## src/hw/rtl/cbcs_pkg.sv

```systemverilog
// ----------------------------------------------------------------------------
// cbcs_pkg: shared types and constants of the cubic Bezier curve sampler
// Operation codes of the shared arithmetic unit, result sources, register
// indexes and the control bundle from the sequencer to the datapath.
// ----------------------------------------------------------------------------
package cbcs_pkg;

	localparam int NB = 6;   // bits of the interval count and the sample index
	localparam int WB = 18;  // bits of a Bernstein weight and of N cubed

	localparam logic [NB-1:0] SPP_RESET  = 6'd62;
	localparam logic [30:0]   ALEN_RESET = 31'd1310720;

	typedef enum logic [0:0] {
		REG_SPP  = 1'b0,
		REG_ALEN = 1'b1
	} reg_idx_t;

	typedef enum logic [2:0] {
		OP_NONE = 3'd0,
		OP_MUL  = 3'd1,
		OP_MAC  = 3'd2,
		OP_BIAS = 3'd3,
		OP_DIV  = 3'd4
	} op_t;

	typedef enum logic [1:0] {
		OSEL_FIRST  = 2'd0,
		OSEL_SAMPLE = 2'd1,
		OSEL_HELD   = 2'd2,
		OSEL_CLOSE  = 2'd3
	} osel_t;

	typedef struct packed {
		logic          busy;
		logic          cur_we;
		logic          held_we;
		logic [1:0]    held_idx;
		logic          held_src_cur;
		logic [1:0]    rd_idx;
		logic          rd_cur;
		logic          coord_y;
		logic          wgt_s1;
		logic          wgt_s2;
		logic [NB-1:0] j;
		op_t           op;
		logic [1:0]    wsel;
		logic          xsave;
		logic          out_load;
		osel_t         out_sel;
		logic          out_end;
	} ctl_t;

endpackage

```

## src/hw/rtl/cbcs_weights.sv

```systemverilog
// ----------------------------------------------------------------------------
// cbcs_weights: Bernstein weight generator
// Two register stages turn the sample index j and the interval count N into
// the four cubic weights and their sum N^3.
// ----------------------------------------------------------------------------
module cbcs_weights (
	input  logic                        clk,
	input  cbcs_pkg::ctl_t              ctl,
	input  logic [cbcs_pkg::NB-1:0]     n,
	output logic [cbcs_pkg::WB-1:0]     w,
	output logic [cbcs_pkg::WB-1:0]     d
);
	import cbcs_pkg::*;

	logic [NB-1:0]   u;
	logic [NB-1:0]   u_s1, j_s1, n_s1;
	logic [2*NB-1:0] uu_s1, jj_s1, ju_s1, nn_s1;
	logic [WB-1:0]   w_s2 [4];
	logic [WB-1:0]   d_s2;
	logic [WB-1:0]   juu, jju;

	assign u = n - ctl.j;

	always_ff @(posedge clk) begin
		if (ctl.wgt_s1) begin
			u_s1  <= u;
			j_s1  <= ctl.j;
			n_s1  <= n;
			uu_s1 <= (2*NB)'(u) * (2*NB)'(u);
			jj_s1 <= (2*NB)'(ctl.j) * (2*NB)'(ctl.j);
			ju_s1 <= (2*NB)'(ctl.j) * (2*NB)'(u);
			nn_s1 <= (2*NB)'(n) * (2*NB)'(n);
		end
	end

	// The factor of three fits: 3*j*u*u and 3*j*j*u never exceed N^3.
	assign juu = WB'(ju_s1) * WB'(u_s1);
	assign jju = WB'(ju_s1) * WB'(j_s1);

	always_ff @(posedge clk) begin
		if (ctl.wgt_s2) begin
			w_s2[0] <= WB'(uu_s1) * WB'(u_s1);
			w_s2[1] <= juu + {juu[WB-2:0], 1'b0};
			w_s2[2] <= jju + {jju[WB-2:0], 1'b0};
			w_s2[3] <= WB'(jj_s1) * WB'(j_s1);
			d_s2    <= WB'(nn_s1) * WB'(n_s1);
		end
	end

	assign w = w_s2[ctl.wsel];
	assign d = d_s2;

endmodule

```

## src/hw/rtl/cbcs_arith.sv

```systemverilog
// ----------------------------------------------------------------------------
// cbcs_arith: shared multiply-accumulate and restoring divider
// One wide accumulator gathers the weighted sum, is biased to a non-negative
// numerator and is then divided by N^3 one quotient bit per cycle.
// ----------------------------------------------------------------------------
module cbcs_arith #(
	parameter int CB = 32
) (
	input  logic                        clk,
	input  cbcs_pkg::op_t               op,
	input  logic [cbcs_pkg::WB-1:0]     w,
	input  logic signed [CB-1:0]        p,
	input  logic [cbcs_pkg::WB-1:0]     d,
	output logic signed [CB-1:0]        q
);
	import cbcs_pkg::*;

	localparam int AW = CB + WB + 1;

	logic [AW-1:0]        acc_q, acc_d;
	logic signed [AW-1:0] prod;
	logic [AW-1:0]        sh;
	logic [WB+1:0]        diff;

	assign prod = $signed({1'b0, w}) * p;
	assign sh   = {acc_q[AW-2:0], 1'b0};
	assign diff = {1'b0, sh[AW-1:CB]} - {2'b00, d};

	always_comb begin
		acc_d = acc_q;
		unique case (op)
			OP_NONE: acc_d = acc_q;
			OP_MUL:  acc_d = prod;
			OP_MAC:  acc_d = acc_q + prod;
			// Rounding half plus an offset of N^3 * 2^(CB-1) makes the numerator
			// non-negative; the quotient then carries the same offset.
			OP_BIAS: acc_d = acc_q + AW'(d >> 1) + (AW'(d) << (CB - 1));
			OP_DIV: begin
				if (!diff[WB+1]) begin
					acc_d = {diff[WB:0], sh[CB-1:1], 1'b1};
				end else begin
					acc_d = sh;
				end
			end
			default: acc_d = acc_q;
		endcase
	end

	always_ff @(posedge clk) begin
		acc_q <= acc_d;
	end

	// Removing the offset of 2^(CB-1) is a flip of the top quotient bit.
	assign q = {~acc_q[CB-1], acc_q[CB-2:0]};

endmodule

```

## src/hw/rtl/cbcs_seq.sv

```systemverilog
// ----------------------------------------------------------------------------
// cbcs_seq: sequencer of the curve sampler
// Tracks the held points of the segment under construction and steps the
// weight generator and the shared arithmetic unit through every sample.
// ----------------------------------------------------------------------------
module cbcs_seq #(
	parameter int CB = 32
) (
	input  logic                        clk,
	input  logic                        arst_n,
	input  logic                        point_valid,
	input  logic                        final_point,
	input  logic                        emit_ok,
	input  logic [cbcs_pkg::NB-1:0]     n,
	output cbcs_pkg::ctl_t              ctl
);
	import cbcs_pkg::*;

	localparam int SW = $clog2(CB);

	typedef enum logic [11:0] {
		ST_IDLE   = 12'b000000000001,
		ST_DISP   = 12'b000000000010,
		ST_FIRST  = 12'b000000000100,
		ST_WGT1   = 12'b000000001000,
		ST_WGT2   = 12'b000000010000,
		ST_MAC    = 12'b000000100000,
		ST_BIAS   = 12'b000001000000,
		ST_DIV    = 12'b000010000000,
		ST_XSAVE  = 12'b000100000000,
		ST_SAMPLE = 12'b001000000000,
		ST_LEFT   = 12'b010000000000,
		ST_CLOSE  = 12'b100000000000
	} state_t;

	state_t        state_q, state_d, after_first;
	logic          started_q, joined_q, first_q, seg_q, fin_q, c_q;
	logic [1:0]    ph_q, lk_q, k_q;
	logic [NB-1:0] j_q;
	logic [SW-1:0] s_q;
	logic          accept, last_j, last_left;

	assign accept    = (state_q == ST_IDLE) && point_valid;
	assign last_j    = (j_q == n);
	assign last_left = ({1'b0, lk_q} + 3'd1) >= {1'b0, ph_q};

	always_comb begin
		if (seg_q) begin
			after_first = ST_WGT1;
		end else if (fin_q) begin
			after_first = (lk_q < ph_q) ? ST_LEFT : ST_CLOSE;
		end else begin
			after_first = ST_IDLE;
		end
	end

	always_comb begin
		state_d          = state_q;
		ctl              = '0;
		ctl.op           = OP_NONE;
		ctl.out_sel      = OSEL_FIRST;
		ctl.busy         = (state_q != ST_IDLE);
		ctl.j            = j_q;
		ctl.wsel         = k_q;
		ctl.rd_idx       = k_q;
		ctl.rd_cur       = (k_q == 2'd3);
		ctl.coord_y      = c_q;
		unique case (state_q)
			ST_IDLE: begin
				if (point_valid) begin
					ctl.cur_we   = 1'b1;
					ctl.held_we  = (ph_q != 2'd3);
					ctl.held_idx = ph_q;
					state_d      = ST_DISP;
				end
			end
			ST_DISP: state_d = first_q ? ST_FIRST : after_first;
			ST_FIRST: begin
				ctl.out_sel = OSEL_FIRST;
				ctl.out_end = !seg_q && !fin_q;
				if (emit_ok) begin
					ctl.out_load = 1'b1;
					state_d      = after_first;
				end
			end
			ST_WGT1: begin
				ctl.wgt_s1 = 1'b1;
				state_d    = ST_WGT2;
			end
			ST_WGT2: begin
				ctl.wgt_s2 = 1'b1;
				state_d    = ST_MAC;
			end
			ST_MAC: begin
				ctl.op = (k_q == 2'd0) ? OP_MUL : OP_MAC;
				if (k_q == 2'd3) begin
					state_d = ST_BIAS;
				end
			end
			ST_BIAS: begin
				ctl.op  = OP_BIAS;
				state_d = ST_DIV;
			end
			ST_DIV: begin
				ctl.op = OP_DIV;
				if (s_q == SW'(CB - 1)) begin
					state_d = c_q ? ST_SAMPLE : ST_XSAVE;
				end
			end
			ST_XSAVE: begin
				ctl.xsave = 1'b1;
				state_d   = ST_MAC;
			end
			ST_SAMPLE: begin
				ctl.out_sel = OSEL_SAMPLE;
				ctl.out_end = !fin_q && last_j;
				if (emit_ok) begin
					ctl.out_load = 1'b1;
					if (last_j) begin
						// The closing point of the segment starts the next one.
						ctl.held_we      = 1'b1;
						ctl.held_idx     = 2'd0;
						ctl.held_src_cur = 1'b1;
						state_d          = fin_q ? ST_CLOSE : ST_IDLE;
					end else begin
						state_d = ST_WGT1;
					end
				end
			end
			ST_LEFT: begin
				ctl.out_sel = OSEL_HELD;
				ctl.rd_idx  = lk_q;
				ctl.rd_cur  = 1'b0;
				if (emit_ok) begin
					ctl.out_load = 1'b1;
					state_d      = last_left ? ST_CLOSE : ST_LEFT;
				end
			end
			ST_CLOSE: begin
				ctl.out_sel = OSEL_CLOSE;
				ctl.out_end = 1'b1;
				if (emit_ok) begin
					ctl.out_load = 1'b1;
					state_d      = ST_IDLE;
				end
			end
			default: state_d = ST_IDLE;
		endcase
	end

	always_ff @(posedge clk or negedge arst_n) begin
		if (!arst_n) begin
			state_q   <= ST_IDLE;
			started_q <= 1'b0;
			joined_q  <= 1'b0;
			ph_q      <= 2'd0;
			first_q   <= 1'b0;
			seg_q     <= 1'b0;
			fin_q     <= 1'b0;
			lk_q      <= 2'd0;
			k_q       <= 2'd0;
			c_q       <= 1'b0;
			j_q       <= '0;
			s_q       <= '0;
		end else begin
			state_q <= state_d;
			if (accept) begin
				first_q   <= !started_q;
				started_q <= 1'b1;
				seg_q     <= (ph_q == 2'd3);
				fin_q     <= final_point;
				lk_q      <= {1'b0, joined_q};
				j_q       <= '0;
				if (ph_q != 2'd3) begin
					ph_q <= ph_q + 2'd1;
				end
			end
			if (state_q == ST_WGT2 || state_q == ST_XSAVE) begin
				k_q <= 2'd0;
			end
			if (state_q == ST_WGT2) begin
				c_q <= 1'b0;
			end
			if (state_q == ST_XSAVE) begin
				c_q <= 1'b1;
			end
			if (state_q == ST_MAC) begin
				k_q <= k_q + 2'd1;
			end
			if (state_q == ST_BIAS) begin
				s_q <= '0;
			end
			if (state_q == ST_DIV) begin
				s_q <= s_q + SW'(1);
			end
			if (state_q == ST_SAMPLE && emit_ok) begin
				if (last_j) begin
					ph_q     <= 2'd1;
					joined_q <= 1'b1;
				end else begin
					j_q <= j_q + NB'(1);
				end
			end
			if (state_q == ST_LEFT && emit_ok) begin
				lk_q <= lk_q + 2'd1;
			end
			if (state_q == ST_CLOSE && emit_ok) begin
				started_q <= 1'b0;
				joined_q  <= 1'b0;
				ph_q      <= 2'd0;
			end
		end
	end

endmodule

```

## src/hw/rtl/cubic_bezier_curve_sampler_core.sv

```systemverilog
// ----------------------------------------------------------------------------
// cubic_bezier_curve_sampler_core: cubic Bezier curve sampler
// A point that emits no Bezier sample passes the dispatch state before its
// first result is loaded; each Bezier sample runs the weight stages, then per
// coordinate the shared multiply-accumulate and one-bit-per-cycle divider, so a
// segment-completing point runs N+1 such samples.
// One item is in work at a time; the next is taken once the last result of
// the previous one is in the output register. Reset loads the register
// defaults and clears the curve state at once; there is no clearing pass.
// ----------------------------------------------------------------------------
module cubic_bezier_curve_sampler_core #(
	parameter int COORD_BITS = 32
) (
	input  logic                         clk,
	input  logic                         arst_n,
	input  logic                         psel,
	input  logic                         penable,
	input  logic                         pwrite,
	input  logic [2:0]                   paddr,
	input  logic [31:0]                  pwdata,
	output logic [31:0]                  prdata,
	output logic                         pready,
	input  logic                         point_valid,
	output logic                         point_stall,
	input  logic signed [COORD_BITS-1:0] point_x,
	input  logic signed [COORD_BITS-1:0] point_y,
	input  logic                         final_point,
	output logic                         curve_valid,
	input  logic                         curve_stall,
	output logic signed [31:0]           curve_x,
	output logic signed [31:0]           curve_y,
	output logic                         run_end
);
	import cbcs_pkg::*;

	localparam int CB = COORD_BITS;

	ctl_t                 ctl;
	logic [NB-1:0]        spp_q, n;
	logic [30:0]          alen_q;
	logic                 cfg_we, emit_ok;
	logic signed [CB-1:0] held_x_q [3];
	logic signed [CB-1:0] held_y_q [3];
	logic signed [CB-1:0] cur_x_q, cur_y_q, rx_q;
	logic signed [CB-1:0] hx, hy, pt_x, pt_y, pt, q;
	logic [WB-1:0]        w_sel, d;
	logic                 curve_valid_q;
	logic [31:0]          curve_x_q, curve_y_q;
	logic                 run_end_q;
	logic [31:0]          ox, oy;

	function automatic logic [31:0] sat32(input logic signed [CB-1:0] v);
		logic signed [63:0] ext;
		ext = 64'(v);
		if (ext > 64'sd2147483647) begin
			return 32'h7FFF_FFFF;
		end else if (ext < -64'sd2147483648) begin
			return 32'h8000_0000;
		end
		return ext[31:0];
	endfunction

	// Configuration port.
	assign pready = 1'b1;
	assign cfg_we = psel && penable && pwrite;

	always_ff @(posedge clk or negedge arst_n) begin
		if (!arst_n) begin
			spp_q  <= SPP_RESET;
			alen_q <= ALEN_RESET;
		end else if (cfg_we) begin
			unique case (reg_idx_t'(paddr[2]))
				REG_SPP:  spp_q  <= pwdata[NB-1:0];
				REG_ALEN: alen_q <= pwdata[30:0];
				default:  spp_q  <= spp_q;
			endcase
		end
	end

	always_comb begin
		unique case (reg_idx_t'(paddr[2]))
			REG_SPP:  prdata = {{(32-NB){1'b0}}, spp_q};
			REG_ALEN: prdata = {1'b0, alen_q};
			default:  prdata = '0;
		endcase
	end

	// An interval count of zero behaves as one.
	assign n = (spp_q == '0) ? NB'(1) : spp_q;

	assign emit_ok     = !curve_valid_q || !curve_stall;
	assign point_stall = ctl.busy;

	cbcs_seq #(.CB(CB)) u_seq (
		.clk         (clk),
		.arst_n      (arst_n),
		.point_valid (point_valid),
		.final_point (final_point),
		.emit_ok     (emit_ok),
		.n           (n),
		.ctl         (ctl)
	);

	cbcs_weights u_weights (
		.clk (clk),
		.ctl (ctl),
		.n   (n),
		.w   (w_sel),
		.d   (d)
	);

	// Held control points and the point of the item in work.
	always_ff @(posedge clk) begin
		if (ctl.cur_we) begin
			cur_x_q <= point_x;
			cur_y_q <= point_y;
		end
		if (ctl.held_we) begin
			held_x_q[ctl.held_idx] <= ctl.held_src_cur ? cur_x_q : point_x;
			held_y_q[ctl.held_idx] <= ctl.held_src_cur ? cur_y_q : point_y;
		end
		if (ctl.xsave) begin
			rx_q <= q;
		end
	end

	assign hx   = held_x_q[ctl.rd_idx];
	assign hy   = held_y_q[ctl.rd_idx];
	assign pt_x = ctl.rd_cur ? cur_x_q : hx;
	assign pt_y = ctl.rd_cur ? cur_y_q : hy;
	assign pt   = ctl.coord_y ? pt_y : pt_x;

	cbcs_arith #(.CB(CB)) u_arith (
		.clk (clk),
		.op  (ctl.op),
		.w   (w_sel),
		.p   (pt),
		.d   (d),
		.q   (q)
	);

	// Result register.
	always_comb begin
		unique case (ctl.out_sel)
			OSEL_FIRST: begin
				ox = '0;
				oy = sat32(cur_y_q);
			end
			OSEL_SAMPLE: begin
				ox = sat32(rx_q);
				oy = sat32(q);
			end
			OSEL_HELD: begin
				ox = sat32(hx);
				oy = sat32(hy);
			end
			OSEL_CLOSE: begin
				ox = {1'b0, alen_q};
				oy = sat32(cur_y_q);
			end
			default: begin
				ox = '0;
				oy = '0;
			end
		endcase
	end

	always_ff @(posedge clk or negedge arst_n) begin
		if (!arst_n) begin
			curve_valid_q <= 1'b0;
		end else if (ctl.out_load) begin
			curve_valid_q <= 1'b1;
		end else if (!curve_stall) begin
			curve_valid_q <= 1'b0;
		end
	end

	always_ff @(posedge clk) begin
		if (ctl.out_load) begin
			curve_x_q <= ox;
			curve_y_q <= oy;
			run_end_q <= ctl.out_end;
		end
	end

	assign curve_valid = curve_valid_q;
	assign curve_x     = curve_x_q;
	assign curve_y     = curve_y_q;
	assign run_end     = run_end_q;

endmodule

```

## config.mk

```make
export PLATFORM = sky130hd
export DESIGN_NAME = cubic_bezier_curve_sampler_core
export DESIGN_NICKNAME = d
export VERILOG_FILES = /design/src/hw/rtl/cbcs_pkg.sv /design/src/hw/rtl/cbcs_weights.sv /design/src/hw/rtl/cbcs_arith.sv /design/src/hw/rtl/cbcs_seq.sv /design/src/hw/rtl/cubic_bezier_curve_sampler_core.sv
export SDC_FILE = /design/constraint.sdc
export NUM_CORES = 2
export LEC_CHECK = 0
export ABC_CLOCK_PERIOD_IN_PS = 13700
export BUFFER_PORTS_ARGS = -buffer_cell sky130_fd_sc_hd__buf_2
export CAP_MARGIN = 10
export CORE_MARGIN = 1.5
export CORE_UTILIZATION = 65
export CTS_BUF_LIST = sky130_fd_sc_hd__clkbuf_4
export CTS_CLUSTER_SIZE = 25
export DETAILED_ROUTE_END_ITERATION = 6
export GPL_TIMING_DRIVEN = 1
export PLACE_DENSITY = 0.87
export SLEW_MARGIN = 20
export SYNTH_ARGS = -nofsm -noshare
export SYNTH_HDL_FRONTEND = slang
export SYNTH_SLANG_ARGS = --single-unit
```

## constraint.sdc

```tcl
create_clock -name clk -period 13.7 [get_ports clk]
set_input_delay 2.055 -clock clk [delete_from_list [all_inputs] [get_ports clk]]
set_output_delay 2.055 -clock clk [all_outputs]
set_load 0.03 [all_outputs]
```

# Yosys cells after proc, flatten, opt, wreduce, memory -nomap -nowiden
# Memory sizes are Yosys's and may differ from the RTL's.
# Index checks and enable logic that the tools add are counted.
dict set report word_totals {
  ram_bits 264
  input_bits 107
  mem_count 3
  wordCells 235
  reg_bits 369
  output_inout_bits 100
}
dict set report classes {
  order_cmp 12
  n_reduce_logical 31
  mul 10
  n_eq_ne 33
  n_bitwise 2
  addsub 13
  muxes 101
}
# memory words width read_ports rd_ports_with_merged_regs wr line_no
set memory_table {}
lappend memory_table {held_x_q 3 32 1 0 1 cubic_bezier_curve_sampler_core.sv:42} ;# logic signed [CB-1:0] held_x_q [3];
lappend memory_table {held_y_q 3 32 1 0 1 cubic_bezier_curve_sampler_core.sv:43} ;# logic signed [CB-1:0] held_y_q [3];
lappend memory_table {u_weights.w_s2 4 18 1 0 4 cbcs_weights.sv:18} ;# logic [WB-1:0] w_s2 [4];
# cell n
set op_table {}
lappend op_table {{two-way mux 32 bit} 21}
lappend op_table {{one-hot mux 32 bit (4 select lines)} 2}
lappend op_table {{one-hot mux 51 bit (4 select lines)} 1}
lappend op_table {{two-way mux 12 bit} 14}
lappend op_table {{greater-than comparator 32 bit (second input constant)} 5}
lappend op_table {{less-than comparator 32 bit (second input constant)} 5}
lappend op_table {{one-hot mux 12 bit (11 select lines)} 1}
lappend op_table {{multiplier 12 x 6 -> 18 bit} 5}
lappend op_table {{one-hot mux 32 bit (2 select lines)} 1}
lappend op_table {{adder 51 x 17 -> 51 bit} 1}
lappend op_table {{adder 51 x 49 -> 51 bit} 1}
lappend op_table {{adder 51 bit} 1}
lappend op_table {{multiplier 19 x 32 -> 51 bit} 1}
lappend op_table {{two-way mux 51 bit} 1}
lappend op_table {{multiplier 6 x 6 -> 12 bit} 4}
lappend op_table {{adder 18 bit} 2}
lappend op_table {{two-way mux 1 bit} 35}
lappend op_table {{two-way mux 6 bit} 4}
lappend op_table {{two-way mux 2 bit} 10}
lappend op_table {{subtractor 19 x 18 -> 20 bit} 1}
lappend op_table {{inequality test 2 x 1 -> 1 bit (second input constant)} 7}
lappend op_table {{nonzero test 2 bit} 7}
lappend op_table {{equality test 12 x 1 -> 1 bit (second input constant)} 1}
lappend op_table {{equality test 12 x 10 -> 1 bit (second input constant)} 1}
lappend op_table {{other kinds (44)} 70}

# Longest topological paths before layout
# An unclocked memory read counts as a cell.
dict set report depth {
  ltp_word 9
  mapped_depth 50
  ltp_nobuf 46
}

# Hierarchy
# From an unflattened synthesis, not the netlist that was laid out.
dict set report hier_totals {
  cells_unflattened 6872
  hier_area_um2 68622.1
}
# mod cells_per_inst n_inst seq_area_each_um2 area_per_inst_um2
set by_module_without_submodules {}
lappend by_module_without_submodules {cbcs_arith 3448 1 1501.4 29006.6}
lappend by_module_without_submodules {cbcs_weights 2038 1 4504.3 20103.0}
lappend by_module_without_submodules {cubic_bezier_curve_sampler_core 1114 1 11559.8 17082.6}
lappend by_module_without_submodules {cbcs_seq 272 1 877.1 2429.8}

# Least setup slack after synthesis
# No wires, ideal clock.
dict set report synth_timing {
  kind {reg2reg}
  startpoint {reg u_seq.state_q[2]}
  endpoint {reg u_arith.acc_q[46], data pin}
  period_less_slack_ps 10421
  required_time_ps 13444
  setup_ps 256
  path_slack_ps 3279
  path_buffers 5
  t_arrival_ps 10165
  path_stages_with_launch 51
  cell_sequence {dfrtp_1 -> nor4_2 -> nand2_1 -> nor3_4 -> and4b_1 -> buf_4 -> mux2i_1 -> buf_6 -> buf_6 -> mux2i_1 -> nand2_1 -> o21ai_1 -> o21ai_0 -> o21ai_1 -> buf_4 -> nor2_1 -> fa_1 -> inv_1 -> [15 not listed] -> a21o_1 -> a21o_1 -> a21oi_1 -> o21bai_1 -> a21oi_1 -> xnor2_1 -> ha_1 -> nand2_1 -> nor3_1 -> nand3_1 -> a21oi_1 -> o311ai_2 -> o31ai_1 -> a21oi_1 -> a21oi_1 -> xnor2_1 -> o221ai_1 -> o22a_1}
}
dict set report synth_via {
  elab_chain_len 8
  elab_cells_between_ends 18
  cone_classes {1 x add/sub; 1 x mul; 8 x eq/ne; 6 x mux; 2 x memory}
}
# element line_no
set synth_rtl {}
lappend synth_rtl {{from (decl)} cbcs_seq.sv:36} ;# state_t state_q, state_d, after_first;
lappend synth_rtl {{from (signal assigned)} cbcs_seq.sv:166} ;# state_q <= state_d;
lappend synth_rtl {{equality test 12 x 11 -> 1 bit} cbcs_seq.sv:68} ;# unique case (state_q)
lappend synth_rtl {{two-way mux 3 bit} cbcs_seq.sv:68}
lappend synth_rtl {{memory (3 x 32 bit) (on tied branches)} --}
lappend synth_rtl {{two-way mux 32 bit (on tied branches)} {cubic_bezier_curve_sampler_core.sv:129, cubic_bezier_curve_sampler_core.sv:130}}
lappend synth_rtl {{two-way mux 32 bit} cubic_bezier_curve_sampler_core.sv:131} ;# assign pt = ctl.coord_y ? pt_y : pt_x;
lappend synth_rtl {{multiplier 19 x 32 -> 51 bit} cbcs_arith.sv:25} ;# assign prod = $signed({1'b0, w}) * p;
lappend synth_rtl {{adder 51 bit} cbcs_arith.sv:34} ;# OP_MAC: acc_d = acc_q + prod;
lappend synth_rtl {{one-hot mux 51 bit (4 select lines) *} cbcs_arith.sv:31} ;# unique case (op)
lappend synth_rtl {{via u_arith.acc_d[46]} cbcs_arith.sv:20} ;# logic [AW-1:0] acc_q, acc_d;
lappend synth_rtl {{to (signal assigned)} cbcs_arith.sv:50} ;# acc_q <= acc_d;
lappend synth_rtl {{to (decl)} cbcs_arith.sv:20}
# Mark *: on every way through the listed nets, which the timed path passes. The rest lies on a longest branch.
# A chain may end at the register's enable or synchronous reset.

# Final worst setup path
dict set report layout_timing {
  startpoint {reg u_seq.state_q[2]}
  endpoint {reg u_arith.acc_q[40], data pin}
}
# Same word-level chain as after synthesis.

==> out/qor.yml <==
run_status: "complete, but fails checks"
violations: "design-rule violations"
path_max_fanout: 32
routed_wl_mm: 188
h-tree-depth: 4
initialDrtViolationCount: 5850
cp_common_cell: "fa_1"
rsz0062_at_grt: "no"
yosysSeqAreaShare_pct: 28.1
grt_overflow: 0
setup.worst_path.end_class: "flop"
start_kind: "flop"
crit_slowest_cell: "mux2i_4"
crit_arrival_ps: 14160
async_flop_share_pct: 11.7
drc: 2
antenna_left: 0
final_common_cell: "inv_1"
drv_cap: 0
wl_per_cell_microns: 22.4
nets: 8270
postCtsSetupBuffers: 0
row_count: 116
path_class: "flop to flop"
cts_tree: "done"
area_growth_pct: 6.79
cts_resized: 0
synth_edf_count: 553
die_h_microns: 321
required_ps: 14610
die_x_microns: 321
fin_worst_hold_slack_ps: 446
layout_common_cells: "1107 x inv_1, 859 x nand2_1, 793 x fa_1"
grt_use_total_pct: 37.5
period_share_pct: 96.7
core_area_sq_um: 100000
grt_max_degree: 79
drive_gt1_share_pct: 11.3
relSlewSlack_pct: 22.3
netlist-cell-type-count: 95
syn-instance-count: 6741
antenna_found_initial: 18
cts_root_buf: "clkbuf_4"
clock_latency_ps: 1180
grt_pass1_vias: 54600
cts_made_buffers: 164
cts.sinks: 626
hold_viol_final: 0
period_minus_slack_ps: 13250
io_pins: 207
cts.clk_slew.worst_paths_ps: 70
start_util_pct: 65.5
cts-hold-fix-buffers: 0
dr_total_vias: 51700
avgViaCountPerCell: 6.18
numPortBuffers: 201
cts_buffer_depth: 3
hp-class: "flop to flop"
ys.flop_type: "edfxtp_1"
max_freq_mhz: 75.5
drv_slew: 0
dieArea_sq_um: 103000
skew_ps: 75.9
finalSetupViolCount: 0
yosys_warnings: 0
cp_slowest_stage_delay_ps: 850
gp_congestion: 0.990
hpwl_mm: 140
grt_pass1_wl_mm: 295
setup_tns_ps: 0
yosys_register_bits: 626
syn_area_sq_um: 65500
worst_slew_pin_slew_ps: 1170
first_pass_iters: 7
syn_avg_cell_area_sq_um: 9.72
-- sequential cells by signal (all words and copies together), names as in the netlist, 6 cells and up --
register,count
cur_x_q,32
alen_q,31
spp_q,6
rx_q,32
u_seq.j_q,6
cur_y_q,32
u_weights.d,18
held_y_q,96
u_arith.acc_q,50
u_seq.state_q,12
curve_y,32
u_weights.jj_s1,11
curve_x,32
held_x_q,96
u_weights.nn_s1,11
u_weights.ju_s1,12
u_weights.uu_s1,11
u_weights.w_s2,72
-- synthesized netlist by cell type (all sizes together) (57+ instances only) --
library cell	count	area [sq um]
nand2	860	3230
a22oi	79	593
edfxtp	553	16600
xor2	72	631
xnor2	210	1840
o21ai	264	1430
fa	793	15900
mux2i	95	951
a21o	86	646
inv	1109	4160
and2	157	982
nand3	90	450
mux2	121	1360
clkbuf	220	827
ha	468	5860
a21oi	283	1420
dfrtp	65	1630
buf	76	429
o21a	57	428
nor2	562	2110
-- final timing paths --
check                                        startpoint  slack (ps)  cells past startpoint                           to
setup / recovery           u_seq.state_q[2]$_DFFE_PN0P_         450                     42  u_arith.acc_q[40]$_DFFE_PP_
hold / removal               u_seq.joined_q$_DFFE_PN0P_         450                      2    u_seq.lk_q[0]$_DFFE_PN0P_
setup reg to reg           u_seq.state_q[2]$_DFFE_PN0P_         450                     42  u_arith.acc_q[40]$_DFFE_PP_
hold reg to reg              u_seq.joined_q$_DFFE_PN0P_         450                      2    u_seq.lk_q[0]$_DFFE_PN0P_
max in group asynchronous                        arst_n       11590                      2        u_seq.c_q$_DFFE_PN0P_
min in group asynchronous                        arst_n         740                      1        alen_q[5]$_DFFE_PN0P_
-- per-layer routing --
metal,global-route usage [%],vias to the layer above,wire [microns]
met5,0,-,11
met4,27.8,2,16600
met3,9.59,908,21600
met2,60.1,3351,86000
met1,43.6,25000,63300
li1,-,22400,-
-- final cells by class --
type                    count  area, sq um
inverters                1111         4170
clock buffers             235         1760
flip-flops and latches    626        18400
clock inverters            63          402
multi-input cells        4714        41800
fillers                  6861        30000
diodes                     27         67.6
well taps                1298         1620
repair buffers            285         1670
-- metrics by stage --
stage                     cells  cell area [sq um]  util [%]  setup slack (ps)
after floorplan            6747              65500         -              3280
after global placement     8033              67700      67.7              1110
after detailed placement   8033              67700      67.7               861
after CTS                  8331              69900      69.9               839
after global routing       8350              69900      69.9              28.6
final                      8359              70000      70.0               454
-- critical path, delay by kind of cell, from the launching register on --
family	cells	cell delay, ps
compound gates	16	5030
fa+ha+maj	8	3660
simple gates	8	1590
mux	2	1060
buf+inv	6	890
flops	1	450
xor+xnor	2	290
-- logic make-up (layout without fill, tap and decap cells) --
logic type                 Yosys count  after routing  share of synthesized area (%)
muxes                              221            221                           3.70
and+or+nand+nor                   1906           1906                           12.7
buffers and inverters             1407           1694                           8.28
xor gates and xnor gates           282            282                           3.77
other                                2             35                         0.0115
AOI/OAI and AO/OA                 1036           1036                           10.3
DFF                                626            626                           28.1
adders and majority gates         1261           1261                           33.2
Power is left out: the tool's default activity adds up to more than one toggle a clock period on the data nets, which glitch-free logic cannot reach.
